## src/sv/gpid_pkg.sv

```systemverilog
// shared constants and types for the gated pid controller
`timescale 1ns / 1ps
package gpid_pkg;

  localparam int DefDataWidth = 32;
  localparam int DefFracBits = 16;
  localparam int DefThrottleThreshold = 1000;

  localparam int FieldWidth = 32;
  localparam int LimitWidth = 31;
  localparam int ThrottleWidth = 16;
  localparam int CfgIndexWidth = 3;

  // configuration register indexes
  localparam logic [CfgIndexWidth-1:0] RegKp = 3'd0;
  localparam logic [CfgIndexWidth-1:0] RegKiDt = 3'd1;
  localparam logic [CfgIndexWidth-1:0] RegKdEff = 3'd2;
  localparam logic [CfgIndexWidth-1:0] RegSetpointScale = 3'd3;
  localparam logic [CfgIndexWidth-1:0] RegOutputGain = 3'd4;
  localparam logic [CfgIndexWidth-1:0] RegOutputLimit = 3'd5;
  localparam logic [CfgIndexWidth-1:0] RegSumLimit = 3'd6;
  localparam logic [CfgIndexWidth-1:0] RegDerivativeMode = 3'd7;

  localparam logic [LimitWidth-1:0] NoClamp = {LimitWidth{1'b1}};

  // request to the serial multiplier
  typedef struct packed {
    logic start;
  } mul_ctl_t;

  // status back from the serial multiplier
  typedef struct packed {
    logic busy;
    logic done;
  } mul_sts_t;

endpackage

```

## src/sv/gpid_mul.sv

```systemverilog
// bit-serial signed fixed-point multiplier with floor shift and saturation
`timescale 1ns / 1ps
module gpid_mul import gpid_pkg::*; #(
  parameter int DATA_WIDTH = DefDataWidth,
  parameter int FRAC_BITS = DefFracBits
) (
  input  logic                         clk,
  input  logic                         rst,
  input  mul_ctl_t                     ctl,
  input  logic signed [DATA_WIDTH-1:0] a,
  input  logic signed [DATA_WIDTH-1:0] b,
  output mul_sts_t                     sts,
  output logic signed [DATA_WIDTH-1:0] p
);

  localparam int PW = 2 * DATA_WIDTH;
  localparam int CW = $clog2(DATA_WIDTH + 1);
  localparam logic signed [PW-1:0] DMax = PW'({1'b0, {(DATA_WIDTH-1){1'b1}}});
  localparam logic signed [PW-1:0] DMin = -DMax - PW'(1);

  logic signed [PW-1:0] acc;
  logic signed [PW-1:0] mcand;
  logic [DATA_WIDTH-1:0] mplier;
  logic [CW-1:0] cnt;
  logic busy;
  logic done;
  logic signed [PW-1:0] acc_next;
  logic signed [PW-1:0] shifted;

  // one multiplier bit per cycle; top bit carries negative weight
  always_comb begin
    acc_next = acc;
    if (mplier[0]) begin
      if (cnt == CW'(DATA_WIDTH - 1)) acc_next = acc - mcand;
      else acc_next = acc + mcand;
    end
  end

  always_ff @(posedge clk) begin
    if (rst) begin
      busy <= 1'b0;
      done <= 1'b0;
      cnt <= '0;
    end else begin
      done <= 1'b0;
      if (ctl.start) begin
        busy <= 1'b1;
        cnt <= '0;
      end else if (busy) begin
        cnt <= cnt + CW'(1);
        if (cnt == CW'(DATA_WIDTH - 1)) begin
          busy <= 1'b0;
          done <= 1'b1;
        end
      end
    end
  end

  always_ff @(posedge clk) begin
    if (ctl.start) begin
      acc <= '0;
      mcand <= PW'(a);
      mplier <= b;
    end else if (busy) begin
      acc <= acc_next;
      mcand <= mcand <<< 1;
      mplier <= mplier >> 1;
    end
  end

  // arithmetic shift floors; then saturate
  assign shifted = acc >>> FRAC_BITS;
  always_comb begin
    if (shifted > DMax) p = DMax[DATA_WIDTH-1:0];
    else if (shifted < DMin) p = DMin[DATA_WIDTH-1:0];
    else p = shifted[DATA_WIDTH-1:0];
  end

  assign sts.busy = busy;
  assign sts.done = done;

`ifndef SYNTH
  // done is a single pulse that ends a run
  a_done_ends_busy: assert property (@(posedge clk) disable iff (rst)
    sts.done |-> $past(busy)) else $error("done without run");
  a_no_start_busy: assert property (@(posedge clk) disable iff (rst)
    ctl.start |-> !busy) else $error("start while busy");
  a_done_pulse: assert property (@(posedge clk) disable iff (rst)
    sts.done |=> !sts.done) else $error("done longer than one cycle");
`endif

endmodule

```

## src/sv/gated_pid_controller.sv

```systemverilog
// gated pid controller top level: registers, sequencer, shared serial multiplier
//
// channel  dir  handshake        payload
// in       in   in_valid/in_stall    setpoint, process_value, process_rate, throttle
// out      out  out_valid/out_stall  control_value
// cfg      in   cfg_valid/cfg_ready  cfg_index, cfg_data
//
// an active item takes five passes of one serial multiplier (six in rate mode),
// plus the clamp and output steps; an idle item skips the multiplier.
// the multiplier, one bit per cycle, sets the rate; one item at a time.
// rst is synchronous and clears registers to their reset values and state to S_IDLE.
// a waiting result sits in the output register; out_stall holds it there.
`timescale 1ns / 1ps
module gated_pid_controller import gpid_pkg::*; #(
  parameter int DATA_WIDTH = DefDataWidth,
  parameter int FRAC_BITS = DefFracBits,
  parameter int THROTTLE_THRESHOLD = DefThrottleThreshold
) (
  input  logic                          clk,
  input  logic                          rst,
  input  logic                          in_valid,
  output logic                          in_stall,
  input  logic signed [FieldWidth-1:0]  setpoint,
  input  logic signed [FieldWidth-1:0]  process_value,
  input  logic signed [FieldWidth-1:0]  process_rate,
  input  logic [ThrottleWidth-1:0]      throttle,
  output logic                          out_valid,
  input  logic                          out_stall,
  output logic signed [FieldWidth-1:0]  control_value,
  input  logic                          cfg_valid,
  output logic                          cfg_ready,
  input  logic [CfgIndexWidth-1:0]      cfg_index,
  input  logic [FieldWidth-1:0]         cfg_data
);

  localparam int DW = DATA_WIDTH;
  localparam int EW = (DW > FieldWidth ? DW : FieldWidth) + 2;
  localparam logic signed [EW-1:0] DMax = EW'({1'b0, {(DW-1){1'b1}}});
  localparam logic signed [EW-1:0] DMin = -DMax - EW'(1);
  localparam logic signed [EW-1:0] OMax = EW'(33'sh0_7FFF_FFFF);
  localparam logic signed [EW-1:0] OMin = -OMax - EW'(1);

  typedef enum logic [9:0] {
    S_IDLE  = 10'b0000000001,
    S_E     = 10'b0000000010,
    S_P     = 10'b0000000100,
    S_I     = 10'b0000001000,
    S_DS    = 10'b0000010000,
    S_D     = 10'b0000100000,
    S_TOT   = 10'b0001000000,
    S_Y     = 10'b0010000000,
    S_OUT   = 10'b0100000000,
    S_WAIT  = 10'b1000000000
  } state_t;

  state_t state;
  state_t state_next;

  // configuration registers
  logic [FieldWidth-1:0] kp, ki_dt, kd_eff, setpoint_scale, output_gain;
  logic [LimitWidth-1:0] output_limit, sum_limit;
  logic derivative_mode;

  // item and working registers
  logic signed [DW-1:0] sp, pv, rate;
  logic signed [DW-1:0] error_sum, previous_term;
  logic signed [DW-1:0] e, sum, pt, it, dt;
  logic signed [DW-1:0] total;
  logic signed [FieldWidth-1:0] result;
  logic res_valid;
  logic mul_wait;

  mul_ctl_t mctl;
  mul_sts_t msts;
  logic signed [DW-1:0] ma, mb, mp;

  // saturate a wide value to the data range
  function automatic logic signed [DW-1:0] satd(input logic signed [EW-1:0] v);
    if (v > DMax) return DMax[DW-1:0];
    if (v < DMin) return DMin[DW-1:0];
    return v[DW-1:0];
  endfunction

  function automatic logic signed [DW-1:0] sxf(input logic [FieldWidth-1:0] v);
    logic signed [EW-1:0] w;
    w = EW'(signed'(v));
    return satd(w);
  endfunction

  assign cfg_ready = (state == S_IDLE) && !res_valid;
  assign in_stall = (state != S_IDLE) || res_valid;
  assign out_valid = res_valid;
  assign control_value = result;

  // configuration write
  always_ff @(posedge clk) begin
    if (rst) begin
      kp <= '0;
      ki_dt <= '0;
      kd_eff <= '0;
      setpoint_scale <= FieldWidth'(65536);
      output_gain <= FieldWidth'(65536);
      output_limit <= NoClamp;
      sum_limit <= NoClamp;
      derivative_mode <= 1'b0;
    end else if (cfg_valid && cfg_ready) begin
      case (cfg_index)
        RegKp: kp <= cfg_data;
        RegKiDt: ki_dt <= cfg_data;
        RegKdEff: kd_eff <= cfg_data;
        RegSetpointScale: setpoint_scale <= cfg_data;
        RegOutputGain: output_gain <= cfg_data;
        RegOutputLimit: output_limit <= cfg_data[LimitWidth-1:0];
        RegSumLimit: sum_limit <= cfg_data[LimitWidth-1:0];
        RegDerivativeMode: derivative_mode <= cfg_data[0];
        default: ;
      endcase
    end
  end

  // multiplier operand selection by step
  always_comb begin
    ma = '0;
    mb = '0;
    case (state)
      S_E: begin ma = sp; mb = sxf(setpoint_scale); end
      S_P: begin ma = sxf(kp); mb = e; end
      S_I: begin ma = sxf(ki_dt); mb = sum; end
      S_DS: begin
        ma = satd(EW'(sp) - EW'(previous_term));
        mb = sxf(setpoint_scale);
      end
      S_D: begin
        ma = sxf(kd_eff);
        mb = derivative_mode ? satd(EW'(dt) - EW'(rate))
                             : satd(EW'(e) - EW'(previous_term));
      end
      S_Y: begin ma = sxf(output_gain); mb = total; end
      default: ;
    endcase
  end

  assign mctl.start = (state != S_IDLE) && (state != S_TOT) && (state != S_OUT)
                      && (state != S_WAIT) && !mul_wait;

  gpid_mul #(.DATA_WIDTH(DW), .FRAC_BITS(FRAC_BITS)) u_mul (
    .clk(clk), .rst(rst), .ctl(mctl), .a(ma), .b(mb), .sts(msts), .p(mp)
  );

  // step order
  always_comb begin
    state_next = state;
    case (state)
      S_IDLE: begin
        if (in_valid && !in_stall) begin
          state_next = (throttle > ThrottleWidth'(THROTTLE_THRESHOLD)) ? S_E : S_WAIT;
        end
      end
      S_E: if (msts.done) state_next = S_P;
      S_P: if (msts.done) state_next = S_I;
      S_I: if (msts.done) state_next = derivative_mode ? S_DS : S_D;
      S_DS: if (msts.done) state_next = S_D;
      S_D: if (msts.done) state_next = S_TOT;
      S_TOT: state_next = S_Y;
      S_Y: if (msts.done) state_next = S_OUT;
      S_OUT: state_next = S_IDLE;
      S_WAIT: state_next = S_IDLE;
      default: state_next = S_IDLE;
    endcase
  end

  logic signed [EW-1:0] tsum;
  logic signed [DW-1:0] tsat;
  logic signed [EW-1:0] olim, slim, wide_y;
  logic signed [DW-1:0] sum_clamped;
  assign tsum = EW'(pt) + EW'(it) + EW'(dt);
  assign tsat = satd(tsum);
  assign olim = EW'({1'b0, output_limit});
  assign slim = EW'({1'b0, sum_limit});
  assign wide_y = EW'(mp);

  always_comb begin
    sum_clamped = sum;
    if (sum_limit != NoClamp) begin
      if (EW'(sum) > slim) sum_clamped = slim[DW-1:0];
      else if (EW'(sum) < -slim) sum_clamped = DW'(-slim);
    end
  end

  always_ff @(posedge clk) begin
    if (rst) begin
      state <= S_IDLE;
      res_valid <= 1'b0;
      mul_wait <= 1'b0;
      error_sum <= '0;
      previous_term <= '0;
    end else begin
      state <= state_next;
      if (mctl.start) mul_wait <= 1'b1;
      else if (msts.done) mul_wait <= 1'b0;
      if (res_valid && !out_stall) res_valid <= 1'b0;
      case (state)
        S_IDLE: begin
          if (in_valid && !in_stall) begin
            sp <= sxf(setpoint);
            pv <= sxf(process_value);
            rate <= sxf(process_rate);
            if (throttle <= ThrottleWidth'(THROTTLE_THRESHOLD)) begin
              error_sum <= '0;
              previous_term <= '0;
              result <= '0;
              res_valid <= 1'b1;
            end
          end
        end
        S_E: if (msts.done) begin
          e <= satd(EW'(mp) - EW'(pv));
          sum <= satd(EW'(error_sum) + EW'(satd(EW'(mp) - EW'(pv))));
        end
        S_P: if (msts.done) pt <= mp;
        S_I: if (msts.done) it <= mp;
        S_DS: if (msts.done) dt <= mp;
        S_D: if (msts.done) begin
          dt <= mp;
          previous_term <= derivative_mode ? sp : e;
        end
        S_TOT: begin
          if (EW'(tsat) > olim) total <= olim[DW-1:0];
          else if (EW'(tsat) < -olim) total <= DW'(-olim);
          else total <= tsat;
        end
        S_Y: if (msts.done) begin
          if (wide_y > OMax) result <= OMax[FieldWidth-1:0];
          else if (wide_y < OMin) result <= OMin[FieldWidth-1:0];
          else result <= wide_y[FieldWidth-1:0];
        end
        S_OUT: begin
          error_sum <= sum_clamped;
          res_valid <= 1'b1;
        end
        default: ;
      endcase
    end
  end

`ifndef SYNTH
  a_no_accept_busy: assert property (@(posedge clk) disable iff (rst)
    (state != S_IDLE) |-> in_stall) else $error("input open while busy");
  a_out_after_work: assert property (@(posedge clk) disable iff (rst)
    $rose(res_valid) |-> ($past(state) == S_OUT || $past(state) == S_IDLE))
    else $error("result from nowhere");
  a_cfg_idle: assert property (@(posedge clk) disable iff (rst)
    cfg_ready |-> (state == S_IDLE && !res_valid)) else $error("cfg open while busy");
`endif

endmodule
```

## config.mk

```make
export PLATFORM = sky130hd
export DESIGN_NAME = gated_pid_controller
export DESIGN_NICKNAME = d
export VERILOG_FILES = /design/src/sv/gpid_pkg.sv /design/src/sv/gpid_mul.sv /design/src/sv/gated_pid_controller.sv
export SDC_FILE = /design/constraint.sdc
export NUM_CORES = 2
export LEC_CHECK = 0
export ABC_AREA = 1
export ABC_CLOCK_PERIOD_IN_PS = 22400
export BUFFER_PORTS_ARGS = -buffer_cell sky130_fd_sc_hd__buf_2
export CELL_PAD_IN_SITES_DETAIL_PLACEMENT = 2
export CELL_PAD_IN_SITES_GLOBAL_PLACEMENT = 2
export CORE_MARGIN = 1.5
export CORE_UTILIZATION = 40
export DETAILED_ROUTE_END_ITERATION = 10
export GPL_TIMING_DRIVEN = 1
export PLACE_DENSITY = 0.95
export SETUP_SLACK_MARGIN = 0.1
export SLEW_MARGIN = 20
export SYNTH_ARGS = -nofsm -noshare
export SYNTH_HDL_FRONTEND = slang
export SYNTH_SLANG_ARGS = --single-unit
```

## constraint.sdc

```tcl
create_clock -name clk -period 22.4 [get_ports clk]
set_input_delay 2.24 -clock clk [delete_from_list [all_inputs] [get_ports clk]]
set_output_delay 2.24 -clock clk [all_outputs]
set_load 0.05 [all_outputs]
```

# Word-level counts from Yosys, hierarchy flattened
# Cells that the tools add are included.
# totals
register_bits	787
latchBits	0
mem_bits_rw	0
romBits	0
inputBits	152
out_inout_bits	35
elab_cells	350
memories	0
# classes
addsub	12
multipliers	0
n_div	0
n_lt_le_gt_ge	38
eq_ne	30
shift	0
muxes	197
bitwise_logic	2
n_reduce_logical	41
# ops
op	n
two-way mux 32 bit	77
case mux 32 bit (6 select lines)	2
greater-than comparator 32 bit (second input constant)	9
< comparator 32 bit (second input constant)	9
two-way mux 64 bit	3
case mux 32 bit (2 select lines)	3
greater-than comparator 33 x 32 -> 1 bit (second input constant)	5
< comparator 33 x 32 -> 1 bit (second input constant)	5
subtractor 32 x 32 -> 33 bit	4
two-way mux 1 bit	100
two-way mux 10 bit	8
case mux 10 bit (8 select lines)	1
< comparator 32 x 34 -> 1 bit	2
negator 31 -> 34 bit	2
adder 32 x 32 -> 33 bit	2
adder 64 bit	1
greater-than comparator 32 bit	2
subtractor 64 bit	1
greater-than comparator 48 x 32 -> 1 bit (second input constant)	1
< comparator 48 x 32 -> 1 bit (second input constant)	1
adder 33 x 32 -> 34 bit	1
greater-than comparator 34 x 32 -> 1 bit (second input constant)	1
< comparator 34 x 32 -> 1 bit (second input constant)	1
two-way mux 31 bit	1
37 further kinds	78

# Logic depth before layout (Yosys ltp)
# logic_depth
word_depth	30
ltp_mapped	40

# Modules after synthesis
# A second synthesis with hierarchy kept.
# hier_totals
cells_unflattened	8472
area_unflattened_um2	58386.0
# modules_own_cells
mod	instances	cells_each	area_per_inst_um2	seq_area_each_um2
gated_pid_controller	1	5971	43425.4	15595.0
gpid_mul	1	2501	14960.6	4324.1

# Worst setup path before layout
# Ideal clock, no wire load.
# synth_timing
path_kind	input to register
start	in rst
end	reg pv[0], enable pin
setup_ns	0.667
arrival_ns	9.223
setup_slack_ns	12.510
path_stages	3
cell_sequence	clkbuf_1 -> clkbuf_1 -> nor3_1
# synth_between
elab_chain_len	2
# synth_rtl
element	line_no	text
start: declaration	gated_pid_controller.sv:20	input logic rst,
inverter 1 bit (no source line)	--	
AND reduction 3 bit (no source line)	--	
end signal: assignment	gated_pid_controller.sv:206	pv <= sxf(process_value);
end: declaration	gated_pid_controller.sv:65	logic signed [DW-1:0] sp, pv, rate;
# No other way between the ends.
# A chain may end at the register's enable or synchronous reset.

# Final worst setup path
# layout_timing
start	reg u_mul.acc[63]
end	reg sum[7], data pin
# layout_between
elab_chain_len	24
# layout_rtl
element	line_no	text
start: declaration	gpid_mul.sv:21	logic signed [PW-1:0] acc;
start signal: assignment	gpid_mul.sv:65	acc <= acc_next;
< comparator 48 x 32 -> 1 bit	gpid_mul.sv:75	else if (shifted < DMin) p = DMin[DATA_WIDTH-1:0];
two-way mux 32 bit	gpid_mul.sv:75	
two-way mux 32 bit (*)	gpid_mul.sv:74	if (shifted > DMax) p = DMax[DATA_WIDTH-1:0];
named net mp[0]	gated_pid_controller.sv:75	logic signed [DW-1:0] ma, mb, mp;
subtractor 32 x 32 -> 33 bit (*)	gated_pid_controller.sv:218	sum <= satd(EW'(error_sum) + EW'(satd(EW'(mp) - EW'(pv))));
< comparator 33 x 32 -> 1 bit	gated_pid_controller.sv:80	if (v < DMin) return DMin[DW-1:0];
two-way mux 1 bit (2 in series)	gated_pid_controller.sv:80	
two-way mux 1 bit	gated_pid_controller.sv:216	S_E: if (msts.done) begin
(+7 left out)	--	
adder 32 x 32 -> 33 bit (*)	gated_pid_controller.sv:218	
< comparator 33 x 32 -> 1 bit	gated_pid_controller.sv:80	
two-way mux 1 bit (2 in series)	gated_pid_controller.sv:80	
two-way mux 1 bit	gated_pid_controller.sv:216	
two-way mux 1 bit	gated_pid_controller.sv:202	case (state)
two-way mux 1 bit	gated_pid_controller.sv:191	if (rst) begin
two-way mux 32 bit	gated_pid_controller.sv:81	return v[DW-1:0];
two-way mux 32 bit (*)	gated_pid_controller.sv:80	
end signal: assignment	gated_pid_controller.sv:218	
end: declaration	gated_pid_controller.sv:67	logic signed [DW-1:0] e, sum, pt, it, dt;
# The timed path passes the listed nets; every way through them passes the cells marked *. The select of a mux whose other input is x is not followed.

==> metrics <==
status=complete, no violations; TritonCTS clock tree=done; post-synth cell types=58; Arr. time, crit path=8.78 ns; clk sinks=787; GRT Total Usage=0.433; initial antenna violation count=35; Pwr Total=10.0 mW; WS Path Type=flop to flop; WL/cell=32.0 um; Clock Latency Late Sink=0.78 ns; top-area cell type share of the netlist area=0.221; period utilisation layout=0.370; Avg Inst Size Synth=7.10 um^2; first-pass detailed-route iteration total=6; initial detailed-routing violation count=5851; Placement Setup Slack=13.98 ns; WL final=317 mm; Core Region=140000 um^2; Fmax=121 MHz; Post-synth ARST share=0; Clk pwr share=0.171; Max-cap violations=0; Clock transition at path regs=0.06 ns; Setup WS post-layout=14.11 ns; measured slew at the worst slew-check pin=1.32 ns; fin nets=8537; first-pass GRT wire length=456 mm; root buf cell=clkbuf_16; number of flops mapped to enable cells by yosys=416; Post-CTS Resized=0; total CTS buffers=95; Clock Skew=0.0644 ns; hold-fix buffer count after cts=0; maximum VDD drop=123 uV; RSZ-0062 raised after global routing=no; sw frac=0.551; vias per cell=6.22; largest net degree at the start of global routing=112; GRT Residual Overflow=0; setup TNS=0 ns; Die Y=379 um; Slew HR=0.119; leading cell type by number of instances after synthesis=nand2_1; area grow syn2layout=10.1%; Synth area leader=edfxtp_1; Worst Setup Start Kind=flop; Int Pwr=4.50 mW; final count of pins violating max slew=0; Filler cells=16.4k; DR DRC count=0; routability congestion estimate=1.00; die area=144000 um^2; ranking of synthesized cells by instance count=2198 x nand2_1, 953 x inv_1, 658 x nor2_1; post-DP HPWL=238 mm; Worst path slowest cell=buf_4; # IOs=187; Most used DFF post-synth=edfxtp_1; largest cells by area after synthesis=edfxtp_1 22%, nand2_1 15%, dfxtp_1 13%; Post-CTS Setup Bufs=0; DRT antenna net count=0; IO buf count=186; syn_nets=8558; Synth Instances=7979; post-synthesis sequential element count=787; Final min period=8.29 ns; Die W=379 um; Psw=5.54 mW; Post-Syn Area=56600 um^2; final hold vios=0; vias in the first global route=65.7k; Worst setup EP type=flop; layout cells sized above 1=0.0573; Via Count=61.8k; CP required=22.89 ns; Worst path most repeated cell=nand2_1; HP Class=flop to flop; slowest stage delay, CP=0.57 ns; clk buf depth=3; CP Max Fanout=61; final setup fails=0; H-Tree Depth=3; Leakage=29.0 nW; Bufs and invs on worst path=4; Rows=137; Initial Util=0.405; largest registers=u_mul.acc x64, u_mul.mcand x64; critical path's top delay family=simple AND/OR/NAND/NOR gates; PD cells=161 nW/um^2; Logic pwr share=0.592; sequential power share=0.237; sequential fraction of the synthesis area=0.352; Ys Warns=0
-- path summary, 6_finish.rpt --
kind                 startpoint             to  slack (ns)  depth (start not counted)
hold reg to reg   error_sum[30]  error_sum[30]        0.49                          2
setup / recovery  u_mul.acc[63]         sum[7]       14.11                         35
hold / removal    error_sum[30]  error_sum[30]        0.49                          2
setup reg to reg  u_mul.acc[63]         sum[7]       14.11                         35
-- worst reg2reg max path, delay by kind of cell, from the launching register on --
family                     cells  cell delay (ns)
DFF                            1             0.48
AOI/OAI and AO/OA              8             2.07
adders and majority gates      3             0.97
and+or+nand+nor               20             3.47
buffers and inverters          4             1.06
-- metal layers --
| metal | GRT usage | part of all wire | up-vias | wire length (um) |
|---|---|---|---|---|
| li1 | - | - | 26400 | - |
| met1 | 0.513 | 0.38 | 31100 | 122000 |
| met2 | 0.692 | 0.45 | 3119 | 143000 |
| met3 | 0.101 | 0.084 | 1085 | 26500 |
| met4 | 0.302 | 0.082 | 34 | 25900 |
| met5 | 0 | 0.00078 | - | 247 |
-- cell usage in the layout, fill, tap and decap left out, drive strengths merged, types with 98 or more instances in the layout --
master	instances
nor2	664
a21oi	630
o21ai	560
nand3	484
ha	388
nand2	2200
nor3	98
dfxtp	371
xor2	235
edfxtp	416
inv	963
buf	245
clkbuf	124
-- power groups by stage --
stage               logic (mW)  clock network, mW  registers (mW)
floorplan                 3.49                  0            2.30
global placement          5.36                  0            2.35
detailed placement        5.63                  0            2.37
CTS                       5.75               1.71            2.36
global route              6.32               1.76            2.38
finish                    5.94               1.72            2.38
-- stage by stage --
step	instances	hold WS (ns)	util	area, um^2
after detailed placement	9736	0.488	0.421	59000
after CTS	9916	0.496	0.445	62300
final	9934	0.489	0.445	62400
after floorplan	7979	0.441	-	56600
after global placement	9736	0.448	0.421	59000
after global routing	9919	0.511	0.445	62300
-- kinds of logic (layout without fill, tap and decap cells) --
kind of cell,Yosys count,after routing,synth area share
buffers and inverters,1325,1387,0.0896
adders and majority gates,427,427,0.0995
other,0,17,0
and+or+nand+nor,3614,3614,0.262
DFF,787,787,0.352
AOI/OAI and AO/OA,1543,1543,0.153
muxes,1,1,0.000177
xor gates and xnor gates,282,282,0.0436
-- final cells by class --
class                           count  area, um^2  area share
Inverter                          962        3620      0.0580
Antenna cell                       17        42.5    0.000682
Sequential cell                   787       19900       0.319
Clock buffer                      124        2740      0.0440
Multi-Input combinational cell   5867       31800       0.509
Clock inverter                     56         558     0.00895
Timing Repair Buffer              245        1380      0.0221
Tap cell                         1876        2350      0.0376
No activity file was read; power rests on OpenSTA's default activity.
